[config.mk]
export PLATFORM = sky130hd
export DESIGN_NAME = route_ack_tracker
export DESIGN_NICKNAME = d
export VERILOG_FILES = /design/src/design/rat_pkg.sv /design/src/design/rat_ram.sv /design/src/design/rat_ctrl.sv /design/src/design/rat_dpath.sv /design/src/design/route_ack_tracker.sv
export SDC_FILE = /design/constraint.sdc
export NUM_CORES = 1
export LEC_CHECK = 0
export BUFFER_PORTS_ARGS = -buffer_cell sky130_fd_sc_hd__buf_2
export CORE_MARGIN = 3
export CORE_UTILIZATION = 55
export CTS_BUF_LIST = sky130_fd_sc_hd__clkbuf_16
export CTS_CLUSTER_DIAMETER = 100
export DETAILED_ROUTE_END_ITERATION = 10
export GPL_TIMING_DRIVEN = 0
export PLACE_DENSITY = 0.72
export SYNTH_ARGS = -nofsm -noshare
export SYNTH_HDL_FRONTEND = slang
export SYNTH_SLANG_ARGS = --single-unit
[constraint.sdc]
create_clock -name i_clk -period 4.15 [get_ports i_clk]
set_input_delay 0.2075 -clock i_clk [delete_from_list [all_inputs] [get_ports i_clk]]
set_output_delay 0.2075 -clock i_clk [all_outputs]
set_load 0.02 [all_outputs]
[src/design/rat_pkg.sv]
package rat_pkg;

    // Event codes carried in the func field of an input item.
    localparam logic [1:0] FUNC_WRITE = 2'd0;
    localparam logic [1:0] FUNC_ACK   = 2'd1;
    localparam logic [1:0] FUNC_TICK  = 2'd2;

    // Transmit state of one route.
    typedef logic [1:0] t_rstate;
    localparam t_rstate ST_IDLE        = 2'd0;
    localparam t_rstate ST_FRESH       = 2'd1;
    localparam t_rstate ST_AWAIT       = 2'd2;
    localparam t_rstate ST_AWAIT_FRESH = 2'd3;

    // Configuration register indexes and port widths.
    localparam int CFG_IW = 2;
    localparam int CFG_DW = 32;
    localparam logic [CFG_IW-1:0] CFG_NUM_ROUTES = 2'd0;
    localparam logic [CFG_IW-1:0] CFG_ACKED_MASK = 2'd1;
    localparam logic [CFG_IW-1:0] CFG_TIMEOUT    = 2'd2;
    localparam logic [31:0] TIMEOUT_RESET = 32'd1000;

    // Transmissions announced per tick, and the widths that follow from it.
    localparam int MAX_RES = 8;
    localparam int RES_IW  = $clog2(MAX_RES);
    localparam int RES_CW  = $clog2(MAX_RES + 1);

    // One input item.
    typedef struct packed {
        logic [1:0]  func;
        logic [7:0]  ack_id;
        logic [31:0] now;
        logic [3:0]  free_slots;
    } t_in;

    // One result item.
    typedef struct packed {
        logic       sent;
        logic [2:0] route;
        logic       acked;
        logic [7:0] tx_ack_id;
        logic       all_clear;
        logic       last;
    } t_out;

    // One route entry as held in the route memory.
    typedef struct packed {
        t_rstate     state;
        logic [7:0]  ack_id;
        logic [31:0] tx_time;
    } t_entry;

    // One buffered transmission of the current tick.
    typedef struct packed {
        logic [2:0] route;
        logic       acked;
        logic [7:0] tx_ack_id;
    } t_res;

    // Commands from the controller to the datapath.
    typedef struct packed {
        logic start;
        logic issue;
        logic take;
    } t_ctl;

    // Status from the datapath to the controller.
    typedef struct packed {
        logic walk_done;
        logic out_last;
    } t_sts;

endpackage

[src/design/rat_ram.sv]
module rat_ram #(
    parameter int WIDTH = 42,
    parameter int DEPTH = 8
) (
    input  logic                                 i_clk,
    input  logic                                 i_we,
    input  logic [((DEPTH > 1) ? $clog2(DEPTH) : 1)-1:0] i_waddr,
    input  logic [WIDTH-1:0]                     i_wdata,
    input  logic [((DEPTH > 1) ? $clog2(DEPTH) : 1)-1:0] i_raddr,
    output logic [WIDTH-1:0]                     o_rdata
);

    logic [WIDTH-1:0] r_mem [DEPTH];
    logic [WIDTH-1:0] r_rdata;

    // One write port and one registered read port.
    always_ff @(posedge i_clk) begin
        if (i_we) begin
            r_mem[i_waddr] <= i_wdata;
        end
        r_rdata <= r_mem[i_raddr];
    end

    assign o_rdata = r_rdata;

endmodule

[src/design/rat_ctrl.sv]
module rat_ctrl (
    input  logic          i_clk,
    input  logic          i_rst_n,
    input  logic          i_in_valid,
    input  logic          i_out_stall,
    input  rat_pkg::t_sts i_sts,
    output rat_pkg::t_ctl o_ctl,
    output logic          o_in_stall,
    output logic          o_out_valid
);

    typedef enum logic [1:0] {
        S_IDLE,
        S_WALK,
        S_DRAIN
    } t_state;

    t_state        r_state;
    t_state        n_state;
    logic          r_in_stall;
    logic          r_out_valid;
    rat_pkg::t_ctl n_ctl;

    // Next state and the commands for this cycle.
    always_comb begin
        n_state = r_state;
        n_ctl   = '0;
        case (r_state)
            S_IDLE: begin
                if (i_in_valid) begin
                    n_ctl.start = 1'b1;
                    n_state     = S_WALK;
                end
            end
            S_WALK: begin
                n_ctl.issue = 1'b1;
                if (i_sts.walk_done) begin
                    n_state = S_DRAIN;
                end
            end
            S_DRAIN: begin
                if (!i_out_stall) begin
                    n_ctl.take = 1'b1;
                    if (i_sts.out_last) begin
                        n_state = S_IDLE;
                    end
                end
            end
            default: begin
                n_state = S_IDLE;
            end
        endcase
    end

    // State and the registered handshake outputs.
    always_ff @(posedge i_clk) begin
        if (!i_rst_n) begin
            r_state     <= S_IDLE;
            r_in_stall  <= 1'b0;
            r_out_valid <= 1'b0;
        end else begin
            r_state     <= n_state;
            r_in_stall  <= (n_state != S_IDLE);
            r_out_valid <= (n_state == S_DRAIN);
        end
    end

    assign o_ctl       = n_ctl;
    assign o_in_stall  = r_in_stall;
    assign o_out_valid = r_out_valid;

endmodule

[src/design/rat_dpath.sv]
module rat_dpath #(
    parameter int ROUTES = 8
) (
    input  logic                        i_clk,
    input  logic                        i_rst_n,
    input  logic                        i_cfg_we,
    input  logic [rat_pkg::CFG_IW-1:0]  i_cfg_idx,
    input  logic [rat_pkg::CFG_DW-1:0]  i_cfg_data,
    input  rat_pkg::t_in                i_in,
    input  rat_pkg::t_ctl               i_ctl,
    output rat_pkg::t_sts               o_sts,
    output rat_pkg::t_out               o_out
);

    localparam int RW = (ROUTES > 1) ? $clog2(ROUTES) : 1;
    localparam int NW = $clog2(ROUTES + 1);
    localparam int EW = $bits(rat_pkg::t_entry);

    // Configuration registers.
    logic [3:0]  r_num_routes;
    logic [7:0]  r_acked_mask;
    logic [31:0] r_timeout;

    // The item being worked on.
    logic [1:0]                 r_func;
    logic [7:0]                 r_aid;
    logic [31:0]                r_now;
    logic [rat_pkg::RES_CW-1:0] r_slots;

    // Walk over the routes: read issue and process stage.
    logic [RW-1:0]     r_addr;
    logic [NW-1:0]     r_left;
    logic              r_pv;
    logic [RW-1:0]     r_pr;
    logic [ROUTES-1:0] r_vld;
    logic [7:0]        r_next_id;
    logic [RW-1:0]     r_last_srv;

    // Results of the item.
    logic                       r_clear;
    logic [rat_pkg::RES_CW-1:0] r_cnt;
    logic [rat_pkg::RES_IW-1:0] r_rd;
    rat_pkg::t_res              r_buf [rat_pkg::MAX_RES];

    logic [NW-1:0]              w_n;
    logic [RW-1:0]              w_start;
    logic [RW-1:0]              w_addr_nx;
    logic [ROUTES-1:0]          w_mask;
    logic [EW-1:0]              w_q_bits;
    rat_pkg::t_entry            w_q;
    rat_pkg::t_entry            w_ent_nx;
    rat_pkg::t_rstate           w_st;
    logic [31:0]                w_elapsed;
    logic                       w_ak;
    logic                       w_send;
    logic                       w_we;
    logic [rat_pkg::RES_CW-1:0] w_slots_cap;

    // Routes in use, capped at the number of routes built.
    always_comb begin
        if (int'(r_num_routes) > ROUTES) begin
            w_n = NW'(ROUTES);
        end else begin
            w_n = NW'(r_num_routes);
        end
    end

    // The walk starts just after the last route served, wrapping to route 0.
    always_comb begin
        if (int'(r_last_srv) + 1 >= int'(w_n)) begin
            w_start = '0;
        end else begin
            w_start = RW'(int'(r_last_srv) + 1);
        end
        if (int'(r_addr) + 1 >= int'(w_n)) begin
            w_addr_nx = '0;
        end else begin
            w_addr_nx = RW'(int'(r_addr) + 1);
        end
    end

    assign w_slots_cap = (int'(i_in.free_slots) > rat_pkg::MAX_RES) ?
                         rat_pkg::RES_CW'(rat_pkg::MAX_RES) :
                         rat_pkg::RES_CW'(i_in.free_slots);

    // Only the first eight routes can be acked.
    for (genvar g = 0; g < ROUTES; g++) begin : g_mask
        if (g < 8) begin : g_in
            assign w_mask[g] = r_acked_mask[g];
        end else begin : g_out
            assign w_mask[g] = 1'b0;
        end
    end

    // Route memory: state, ack id and transmit time of each route.
    rat_ram #(
        .WIDTH (EW),
        .DEPTH (ROUTES)
    ) u_ram (
        .i_clk   (i_clk),
        .i_we    (w_we),
        .i_waddr (r_pr),
        .i_wdata (w_ent_nx),
        .i_raddr (r_addr),
        .o_rdata (w_q_bits)
    );

    assign w_q       = rat_pkg::t_entry'(w_q_bits);
    assign w_st      = r_vld[r_pr] ? w_q.state : rat_pkg::ST_IDLE;
    assign w_ak      = w_mask[r_pr];
    assign w_elapsed = r_now - w_q.tx_time;
    assign w_we      = r_pv && ((r_func == rat_pkg::FUNC_WRITE) ||
                                (r_func == rat_pkg::FUNC_ACK) ||
                                (r_func == rat_pkg::FUNC_TICK));

    // New entry of the route in the process stage.
    always_comb begin
        w_ent_nx       = w_q;
        w_ent_nx.state = w_st;
        w_send         = 1'b0;
        case (r_func)
            rat_pkg::FUNC_WRITE: begin
                w_ent_nx.state = (w_st == rat_pkg::ST_AWAIT) ?
                                 rat_pkg::ST_AWAIT_FRESH : rat_pkg::ST_FRESH;
            end
            rat_pkg::FUNC_ACK: begin
                if (w_q.ack_id == r_aid) begin
                    if (w_st == rat_pkg::ST_AWAIT) begin
                        w_ent_nx.state = rat_pkg::ST_IDLE;
                    end else if (w_st == rat_pkg::ST_AWAIT_FRESH) begin
                        w_ent_nx.state = rat_pkg::ST_FRESH;
                    end
                end
            end
            rat_pkg::FUNC_TICK: begin
                if (w_st == rat_pkg::ST_FRESH) begin
                    if (r_slots != '0) begin
                        w_send           = 1'b1;
                        w_ent_nx.tx_time = r_now;
                        if (w_ak) begin
                            w_ent_nx.state  = rat_pkg::ST_AWAIT;
                            w_ent_nx.ack_id = r_next_id;
                        end else begin
                            w_ent_nx.state  = rat_pkg::ST_IDLE;
                        end
                    end
                end else if (((w_st == rat_pkg::ST_AWAIT) ||
                              (w_st == rat_pkg::ST_AWAIT_FRESH)) &&
                             (w_elapsed > r_timeout)) begin
                    // An abandoned wait drops its awaiting mark.
                    w_ent_nx.state = (w_st == rat_pkg::ST_AWAIT) ?
                                     rat_pkg::ST_IDLE : rat_pkg::ST_FRESH;
                end
            end
            default: begin
            end
        endcase
    end

    // Control state: configuration, walk counters, route valid bits, results.
    always_ff @(posedge i_clk) begin
        if (!i_rst_n) begin
            r_num_routes <= '0;
            r_acked_mask <= '0;
            r_timeout    <= rat_pkg::TIMEOUT_RESET;
            r_left       <= '0;
            r_pv         <= 1'b0;
            r_vld        <= '0;
            r_next_id    <= '0;
            r_last_srv   <= '0;
            r_slots      <= '0;
            r_clear      <= 1'b1;
            r_cnt        <= '0;
            r_rd         <= '0;
        end else begin
            if (i_cfg_we) begin
                case (i_cfg_idx)
                    rat_pkg::CFG_NUM_ROUTES: r_num_routes <= i_cfg_data[3:0];
                    rat_pkg::CFG_ACKED_MASK: r_acked_mask <= i_cfg_data[7:0];
                    rat_pkg::CFG_TIMEOUT:    r_timeout    <= i_cfg_data[31:0];
                    default: begin
                    end
                endcase
            end
            if (i_ctl.start) begin
                r_left  <= w_n;
                r_pv    <= 1'b0;
                r_slots <= w_slots_cap;
                r_clear <= 1'b1;
                r_cnt   <= '0;
                r_rd    <= '0;
            end
            if (i_ctl.issue) begin
                if (r_left != '0) begin
                    r_pv   <= 1'b1;
                    r_left <= r_left - NW'(1);
                end else begin
                    r_pv   <= 1'b0;
                end
            end
            if (r_pv) begin
                if (w_we) begin
                    r_vld[r_pr] <= 1'b1;
                end
                r_clear <= r_clear && (w_ent_nx.state == rat_pkg::ST_IDLE);
                if (w_send) begin
                    r_slots    <= r_slots - rat_pkg::RES_CW'(1);
                    r_cnt      <= r_cnt + rat_pkg::RES_CW'(1);
                    r_last_srv <= r_pr;
                    if (w_ak) begin
                        r_next_id <= r_next_id + 8'd1;
                    end
                end
            end
            if (i_ctl.take) begin
                r_rd <= r_rd + rat_pkg::RES_IW'(1);
            end
        end
    end

    // Item fields, walk addresses and the transmission buffer.
    always_ff @(posedge i_clk) begin
        if (i_ctl.start) begin
            r_func <= i_in.func;
            r_aid  <= i_in.ack_id;
            r_now  <= i_in.now;
            r_addr <= w_start;
        end
        if (i_ctl.issue && (r_left != '0)) begin
            r_pr   <= r_addr;
            r_addr <= w_addr_nx;
        end
        if (r_pv && w_send) begin
            r_buf[r_cnt[rat_pkg::RES_IW-1:0]] <= '{
                route:     3'(r_pr),
                acked:     w_ak,
                tx_ack_id: w_ak ? r_next_id : 8'd0
            };
        end
    end

    // Status back to the controller.
    assign o_sts.walk_done = (r_left == '0);
    assign o_sts.out_last  = (rat_pkg::RES_CW'(r_rd) + rat_pkg::RES_CW'(1) >= r_cnt);

    // Result item: a buffered transmission, or a single empty result.
    always_comb begin
        o_out           = '0;
        o_out.all_clear = r_clear;
        o_out.last      = o_sts.out_last;
        if (r_cnt != '0) begin
            o_out.sent      = 1'b1;
            o_out.route     = r_buf[r_rd].route;
            o_out.acked     = r_buf[r_rd].acked;
            o_out.tx_ack_id = r_buf[r_rd].tx_ack_id;
        end
    end

endmodule

[src/design/route_ack_tracker.sv]
// Transmit-state tracker for up to ROUTES routes.
// Input channel (i_in_valid, o_in_stall, i_in) carries events: new data
// written, ack received, or service tick. Output channel (o_out_valid,
// i_out_stall, o_out) returns one result per transmission of a tick, or a
// single empty result when nothing is sent; o_out.last closes each item.
// Configuration (route count, acked mask and timeout) is written through
// i_cfg_we, i_cfg_idx and i_cfg_data. The user must write it only while the
// block is idle; the block itself does not enforce this.
// One event is worked on at a time. Its handling walks the routes in use one
// per cycle through the route memory (registered read, then update and
// write back).
// Reset returns every route to idle and restores the configuration defaults.
// When the receiver stalls, the current result holds and no new input is
// taken until the last result of the item has been transferred.
module route_ack_tracker #(
    parameter int ROUTES = 8
) (
    input  logic                        i_clk,
    input  logic                        i_rst_n,
    input  logic                        i_cfg_we,
    input  logic [rat_pkg::CFG_IW-1:0]  i_cfg_idx,
    input  logic [rat_pkg::CFG_DW-1:0]  i_cfg_data,
    input  logic                        i_in_valid,
    output logic                        o_in_stall,
    input  rat_pkg::t_in                i_in,
    output logic                        o_out_valid,
    input  logic                        i_out_stall,
    output rat_pkg::t_out               o_out
);

    rat_pkg::t_ctl w_ctl;
    rat_pkg::t_sts w_sts;

    // Sequencing of accept, route walk and result delivery.
    rat_ctrl u_ctrl (
        .i_clk       (i_clk),
        .i_rst_n     (i_rst_n),
        .i_in_valid  (i_in_valid),
        .i_out_stall (i_out_stall),
        .i_sts       (w_sts),
        .o_ctl       (w_ctl),
        .o_in_stall  (o_in_stall),
        .o_out_valid (o_out_valid)
    );

    // Route memory, per-route update and result buffer.
    rat_dpath #(
        .ROUTES (ROUTES)
    ) u_dpath (
        .i_clk      (i_clk),
        .i_rst_n    (i_rst_n),
        .i_cfg_we   (i_cfg_we),
        .i_cfg_idx  (i_cfg_idx),
        .i_cfg_data (i_cfg_data),
        .i_in       (i_in),
        .i_ctl      (w_ctl),
        .o_sts      (w_sts),
        .o_out      (o_out)
    );

endmodule

==> metrics.cfg, run 1 <==
[outcome]
status = finished, violations left
violations = setup timing

[routing]
avgRoutedWirePerCell_um = 22.9
via_count = 15100
ant_nets = 0
finalWirelength_um = 58600
drt_iter0_drc = 1326
firstDrtPassIters = 5
drc = 0
via_per_inst = 5.90

[critical_path]
start_kind = flip-flop
reg2reg_from = u_dpath.r_now[1]
path_class = reg -> reg
worstPathMaxFanout = 3
worst_setup_path_end_kind = flip-flop
crit_required_ns = 4.73
critPathArrivalTime_ns = 4.92
crit_start = u_dpath.r_now[1]

[yosys]
yosysTopAreaCellShare = 0.565
netlist_instances = 1639
synth_area_leader_cell = edfxtp_1
ys_types = 67
synth_edf_count = 480
syn-num-nets = 1808
ys_seq_area_frac = 0.667
synthMuxAreaShare = 0.145
synth-compound-area-share = 0.0486
yosys_register_bits = 609
synth_ff_type = edfxtp_1
async_flop_share = 0
synth_top_family_by_area = multiplexers
yosysMostFrequentCell = edfxtp_1
synthTopCellsByCount = 480 x edfxtp_1, 129 x dfxtp_1, 109 x mux4_2
synth_area_um2 = 25500
yosys.area_share.simple = 0.0590
synth_area_leaders = edfxtp_1 57%, dfxtp_1 10%, mux4_2 9.6%
yosysWarnings = 0
syn_area_per_cell_um2 = 15.6
yosys.area_share.adder = 0.0415
yosys.area_share.xor_xnor = 0.0151

[power_and_ir_drop]
power.density_nw_per_um2 = 496
ir_worst_vdd_v = 0.000377
power_mw = 15.1
leakage_nw = 10.5

[place]
placed_cells = 2354
port_buffers = 100
dp_hpwl_um = 37700
dpl_cell_area_um2 = 27100
gp_congestion = 0.859

[sta]
setup_viol = 9
rsz0062_at_grt = true
fin_ws_ns = -0.191
worst_slew_pin_slew_ns = 1.31
period_minus_slack_ns = 4.34
finalCritPeriodShare = 1.05
fmax_mhz = 230
finalHoldViolCount = 0
relSlewSlack = 0.125
slew_violations = 0
finalClockSkew_ns = 0.0322

[clock_network]
clk-insertion-delay-late_ns = 0.65
numCtsBuffers = 59
path_clk_slew_ns = 0.06
cts_htree_levels = 2
cts_tree = yes
cts_buffer_depth = 3
cts_sinks = 609
cts_root_buf = clkbuf_16

[floorplanning]
io_pins = 102
die-width_um = 221
die_y_um = 221
rows = 78
dieArea_um2 = 49000
start_util = 0.559
core_area_um2 = 45600

[grt]
grt_pass1_wl_um = 90300
grt_use_total = 0.240
grt_pass1_vias = 15600
antenna_found_initial = 2
grt-ovfl-total = 0
grt_max_degree = 28

[final_layout]
areaGrowthSynthToFinish_pct = 19.0
stdcell_count = 2559
nets = 2075
drive_gt1_frac = 0.244
postLayoutCellArea_um2 = 30400
n_fill_cell = 3139

[hold_path]
min-delay-start = i_cfg_idx[0]
min_path_type = in -> reg

[flow_run]
cap_viol_max_count = 0

cell type report:
| type | instances | area, um2 | share of cell area |
|---|---|---|---|
| repair buffers | 208 | 1710 | 0.0563 |
| multi-input cells | 873 | 8330 | 0.275 |
| clock buffers | 59 | 1480 | 0.0486 |
| inverters | 93 | 349 | 0.0115 |
| diodes | 2 | 5.00 | 0.000165 |
| flip-flops and latches | 609 | 17000 | 0.560 |
| well taps | 600 | 751 | 0.0247 |
| clock inverters | 53 | 472 | 0.0155 |
| plain buffers | 62 | 260 | 0.00857 |
state kept, by name (all words and copies together), names as in the netlist, 2 cells and up, named ones only:
| signal | flops |
|---|---|
| u_dpath.r_aid | 8 |
| u_dpath.r_rd | 3 |
| u_dpath.r_timeout | 32 |
| u_dpath.r_last_srv | 3 |
| u_dpath.r_func | 2 |
| u_dpath.r_now | 32 |
| u_dpath.r_acked_mask | 8 |
| u_ctrl.r_state | 2 |
| u_dpath.r_left | 4 |
| u_dpath.u_ram.r_mem | 336 |
| u_dpath.r_vld | 8 |
| u_dpath.r_cnt | 4 |
| u_dpath.r_pr | 3 |
| u_dpath.r_addr | 3 |
| u_dpath.r_slots | 4 |
| u_dpath.r_buf | 96 |
| u_dpath.r_num_routes | 4 |
| u_dpath.r_next_id | 8 |
| u_dpath.u_ram.o_rdata | 42 |
path summary, 6_finish.rpt:
| path | depth (start not counted) | slack [ns] | endpoint |
|---|---|---|---|
| worst max register to register | 17 | -0.19 | u_dpath.r_clear |
| worst min-delay path | 4 | 0.08 | u_dpath.r_num_routes[0] |
| worst max-delay path | 17 | -0.19 | u_dpath.r_clear |
| worst min register to register | 2 | 0.46 | u_dpath.r_timeout[17] |
where the power goes:
part	internal, mW	total, mW	switching [mW]
clock network	3.04	5.35	2.32
logic	1.18	2.63	1.45
registers	6.93	7.06	0.134
total	11.1	15.1	3.91
cell usage in the layout, fill, tap and decap left out, drive strengths merged, types with 5 or more instances in the layout:
cell	netlist	routed
nor2	101	101
clkinv	0	27
nand3b	7	7
a21oi	85	85
clkbuf	42	99
a21o	10	10
nand2	105	105
o211ai	13	13
mux2	86	86
a211oi	7	7
nand4	12	12
nand3	19	19
dlygate4sd3	0	80
xor2	17	17
mux2i	27	27
inv	93	109
bufinv	0	7
o21ai	34	34
xnor2	27	27
nor3	16	16
ha	83	83
o21a	10	10
edfxtp	480	480
mux4	109	109
a2111oi	5	5
nor4	5	5
nand2b	17	17
and3	6	6
buf	22	150
nor2b	14	14
dfxtp	129	129
routing by layer:
metal  global-route usage  share of wire  vias up
met5                    0        0.00017        -
met4               0.0825          0.028        2
met3               0.0393          0.063      102
met2                0.401           0.49      525
met1                0.323           0.42     7660
li1                     -              -     6801
stage by stage:
| step | setup TNS [ns] | utilization | worst slack, ns | hold WS (ns) |
|---|---|---|---|---|
| finish | -1.07 | 0.666 | -0.191 | 0.0780 |
| floorplan | 0 | - | 0.248 | 0.306 |
| CTS | -1.92 | 0.660 | -0.254 | 0.0291 |
| global placement | -433.45 | 0.587 | -1.80 | 0.383 |
| detailed placement | -14.97 | 0.595 | -1.85 | 0.386 |
| global route | -1.82 | 0.666 | -0.261 | 0.0822 |
cells by family (layout without fill, tap and decap cells):
group / after synthesis / count (layout)
AOI/OAI and AO/OA: 201 / 201
xor gates and xnor gates: 44 / 44
adders and majority gates: 84 / 84
buffers and inverters: 157 / 475
DFF: 609 / 609
muxes: 222 / 222
other: 0 / 2
and+or+nand+nor: 322 / 322
repair_timing:
| item | CTS | global route |
|---|---|---|
| setup endpoints to repair | 9 | 45 |
| hold buffers | 80 | 0 |
| hold endpoints to repair | 92 | 0 |
| pin swaps | 13 | 15 |
| setup buffers | 6 | 6 |
| gates resized for setup | 32 | 41 |
critical path, cell delays in order (launching register included):
cell and delay (ns):
edfxtp_1 0.45, ha_1 0.31, nor2b_4 0.13, o31a_1 0.32
o311ai_4 0.32, a2111oi_4 0.18, o41ai_4 0.31, a31oi_2 0.16
or4_1 0.43, nand3_2 0.11, ha_4 0.13, nand4_1 0.15
nor3_4 0.21, o21ai_2 0.09, o211ai_1 0.35, o211ai_2 0.19
o31a_1 0.30, o21ai_2 0.14
(Power assumes the default switching activity.)
==> run 2: changes to the inputs <==
PLACE_DENSITY = 0.69   (was 0.72)
clock period = 5.1 ns   (was 4.15 ns; I/O delays follow)
==> run 2 against run 1 <==
  * Critical endpoint unchanged
  * Global-route usage is 0.52 points lower
  * Register-to-register slack better by 0.29 ns
  * The flow now finishes without violations
  * Count of clock-buffer cells in the layout is 2 higher
  * Sequential cell count stayed put
  * Critical path type unchanged
  * Via count is 2.2% lower
  * Total power is 18% lower
==> metrics.cfg, run 2 (synthesized netlist as in run 1, its figures left out) <==
[outcome]
status = finished, final reports clean  ; was finished, violations left

[power_and_ir_drop]
power_mw = 12.4  ; was 15.1 mW
ir_worst_vdd_v = 0.000305  ; was 0.000377 V
power.density_nw_per_um2 = 412  ; was 496 nW/um2
leakage_nw = 10.4  ; was 10.5 nW

[final_layout]
largest_register = u_dpath.u_ram.r_mem  ; unchanged
diodes = 0  ; was 2
nets = 2067  ; was 2,075
layout_commonest_cell = edfxtp_1  ; unchanged
largest_reg_flops = 336  ; unchanged
areaGrowthSynthToFinish_pct = 18.0  ; was 19.0%
stdcell_count = 2550  ; was 2,559
postLayoutCellArea_um2 = 30100  ; was 30,400 um2
most-common-layout-cells = 480 x edfxtp_1, 129 x dfxtp_1, 109 x mux4_2  ; unchanged
drive_gt1_frac = 0.227  ; was 0.244
fin_util = 0.660  ; was 0.666

[place]
dp_hpwl_um = 37400  ; was 37,700 um
dpl_cell_area_um2 = 27100  ; about the same
placed_cells = 2359  ; was 2,354
gp_congestion = 0.867  ; was 0.859
port_buffers = 100  ; unchanged

[grt]
grt-ovfl-total = 0  ; unchanged
grt_use_total = 0.234  ; was 0.240
grt_pass1_wl_um = 88800  ; was 90,300 um
grt_pass1_vias = 15200  ; was 15,600
grt_max_degree = 30  ; was 28
antenna_found_initial = 0  ; was 2

[floorplanning]
die_y_um = 221  ; unchanged
die-width_um = 221  ; unchanged
core_area_um2 = 45600  ; unchanged
start_util = 0.559  ; unchanged
rows = 78  ; unchanged
io_pins = 102  ; unchanged
dieArea_um2 = 49000  ; unchanged

[routing]
finalWirelength_um = 57100  ; was 58,600 um
avgRoutedWirePerCell_um = 22.4  ; was 22.9 um
drt_iter0_drc = 1253  ; was 1,326
ant_nets = 0  ; unchanged
firstDrtPassIters = 8  ; was 5
via_per_inst = 5.79  ; was 5.90
drc = 0  ; unchanged
via_count = 14800  ; was 15,100

[critical_path]
path_class = reg -> reg  ; unchanged
start_kind = flip-flop  ; unchanged
worst_setup_path_end_kind = flip-flop  ; unchanged
r2r_slack_ns = 0.10  ; was -0.19 ns
cp_top_family = compound AO/OA/AOI/OAI gates  ; unchanged
worstPathMaxFanout = 4  ; was 3
path_cells = inv_1 > ha_1 > inv_1 > fa_1 > a211o_1 > o211ai_1 > a21oi_1 > o21ai_0 > o31a_1 > o21bai_1 > a311oi_1 > xnor2_1 > ha_1 > nand2_1 > nor3_1 > nand2_1 > a31oi_1 > o211ai_4 > o31a_1 > o21ai_1  ; was ha_1 > nor2b_4 > o31a_1 > o311ai_4 > a2111oi_4 > o41ai_4 > a31oi_2 > or4_1 > nand3_2 > ha_4 > nand4_1 > nor3_4 > o21ai_2 > o211ai_1 > o211ai_2 > o31a_1 > o21ai_2
regToRegEndpoint = u_dpath.r_clear  ; unchanged
cpMaxStageDelayCell = o21ai_0  ; was edfxtp_1
reg2reg_from = u_dpath.r_now[0]  ; was u_dpath.r_now[1]
crit_buf_inv = 2  ; was 0
critPathArrivalTime_ns = 5.56  ; was 4.92 ns
crit_required_ns = 5.66  ; was 4.73 ns
r2r_cells = 20  ; was 17
max_stage_delay_ns = 0.52  ; was 0.45 ns

[clock_network]
cts_sinks = 609  ; unchanged
path_clk_slew_ns = 0.06  ; about the same
clk-insertion-delay-late_ns = 0.64  ; was 0.65 ns
numCtsBuffers = 60  ; was 59
cts_root_buf = clkbuf_16  ; unchanged
cts_htree_levels = 2  ; unchanged
cts_buffer_depth = 3  ; unchanged
cts_tree = yes  ; unchanged

[hold_path]
min_path_type = in -> reg  ; unchanged
min-delay-start = i_in_valid  ; was i_cfg_idx[0]
whs_endpoint = u_dpath.r_pv  ; was u_dpath.r_num_routes[0]
min_path_cells = 4  ; unchanged

[sta]
finalCritPeriodShare = 0.980  ; was 1.05
relSlewSlack = 0.123  ; was 0.125
finalClockSkew_ns = 0.0239  ; was 0.0322 ns
holdWs_ns = 0.0423  ; was 0.0780 ns
period_minus_slack_ns = 5.00  ; was 4.34 ns
setup_viol = 0  ; was 9
finalHoldViolCount = 0  ; unchanged
rsz0062_at_grt = false  ; was true
slew_violations = 0  ; unchanged
worst_slew_pin_slew_ns = 1.31  ; about the same
fmax_mhz = 200  ; was 230 MHz

[flow_run]
cap_viol_max_count = 0  ; unchanged

run 2: changes by cell type in the layout (fill, tap and decap cells not counted), sizes merged:
cell / change
clkbuf: +3
buf: -7
bufinv: +5
diode: -2
dlygate4sd3: -3
inv: -6
clkinv: +1
run 2: worst max path at each step:
stage                            startpoint                          to  slack (ns)  depth (start not counted)
after floorplan             u_dpath.r_pr[0]   u_dpath.u_ram.r_mem[0][0]        0.82                          3
after global placement      u_dpath.r_pr[1]  u_dpath.u_ram.r_mem[1][19]       -2.99                          2
after detailed placement  u_dpath.r_now[19]             u_dpath.r_clear       -1.02                         17
after CTS                 u_dpath.r_now[19]             u_dpath.r_clear        0.05                         18
after global routing       u_dpath.r_now[0]             u_dpath.r_clear        0.06                         20
final                      u_dpath.r_now[0]             u_dpath.r_clear        0.10                         20
run 2: layer usage:
metal / wire length, um / GRT usage
met1: 24300 / 0.320
met3: 2800 / 0.0288
met5: 0 / 0
met2: 28600 / 0.401
met4: 1410 / 0.0667
run 2: cell type report:
| type | count | area, um2 |
|---|---|---|
| well taps | 600 | 751 |
| fillers | 3167 | 15500 |
| flip-flops and latches | 609 | 17000 |
| multi-input cells | 873 | 8010 |
| plain buffers | 63 | 264 |
| clock buffers | 61 | 1530 |
| inverters | 93 | 349 |
| clock inverters | 53 | 618 |
| repair buffers | 198 | 1560 |
run 2: per-stage QoR:
| stage | setup TNS (ns) | setup WS, ns |
|---|---|---|
| 2_1_floorplan | 0 | 0.823 |
| 3_3_place_gp | -372.52 | -2.99 |
| 3_5_place_dp | -7.73 | -1.02 |
| 4_1_cts | 0 | 0.0461 |
| 5_1_grt | 0 | 0.0604 |
| 6_report | 0 | 0.102 |
run 2: where the power goes:
part,total (mW),switching [mW],internal [mW]
clock,4.72,1.91,2.80
combinational,1.94,1.08,0.862
sequential,5.74,0.105,5.64
total,12.4,3.10,9.30
run 2: what timing repair did:
action                                 in CTS  in global routing
hold buffers                               77                  0
gates resized for setup                     7                  2
endpoints found under the hold margin      91                  0
setup buffers                               0                  1
setup endpoints to repair                   9                  9
pin swaps                                   3                  2
run 2: worst register-to-register path, stage by stage, from the launching register on:
cell and delay, ns:
edfxtp_1 0.42, inv_1 0.10, ha_1 0.17, inv_1 0.06, fa_1 0.43, a211o_1 0.28
o211ai_1 0.12, a21oi_1 0.17, o21ai_0 0.52, o31a_1 0.26, o21bai_1 0.15, a311oi_1 0.37
xnor2_1 0.12, ha_1 0.31, nand2_1 0.05, nor3_1 0.42, nand2_1 0.10, a31oi_1 0.35
o211ai_4 0.14, o31a_1 0.26, o21ai_1 0.14
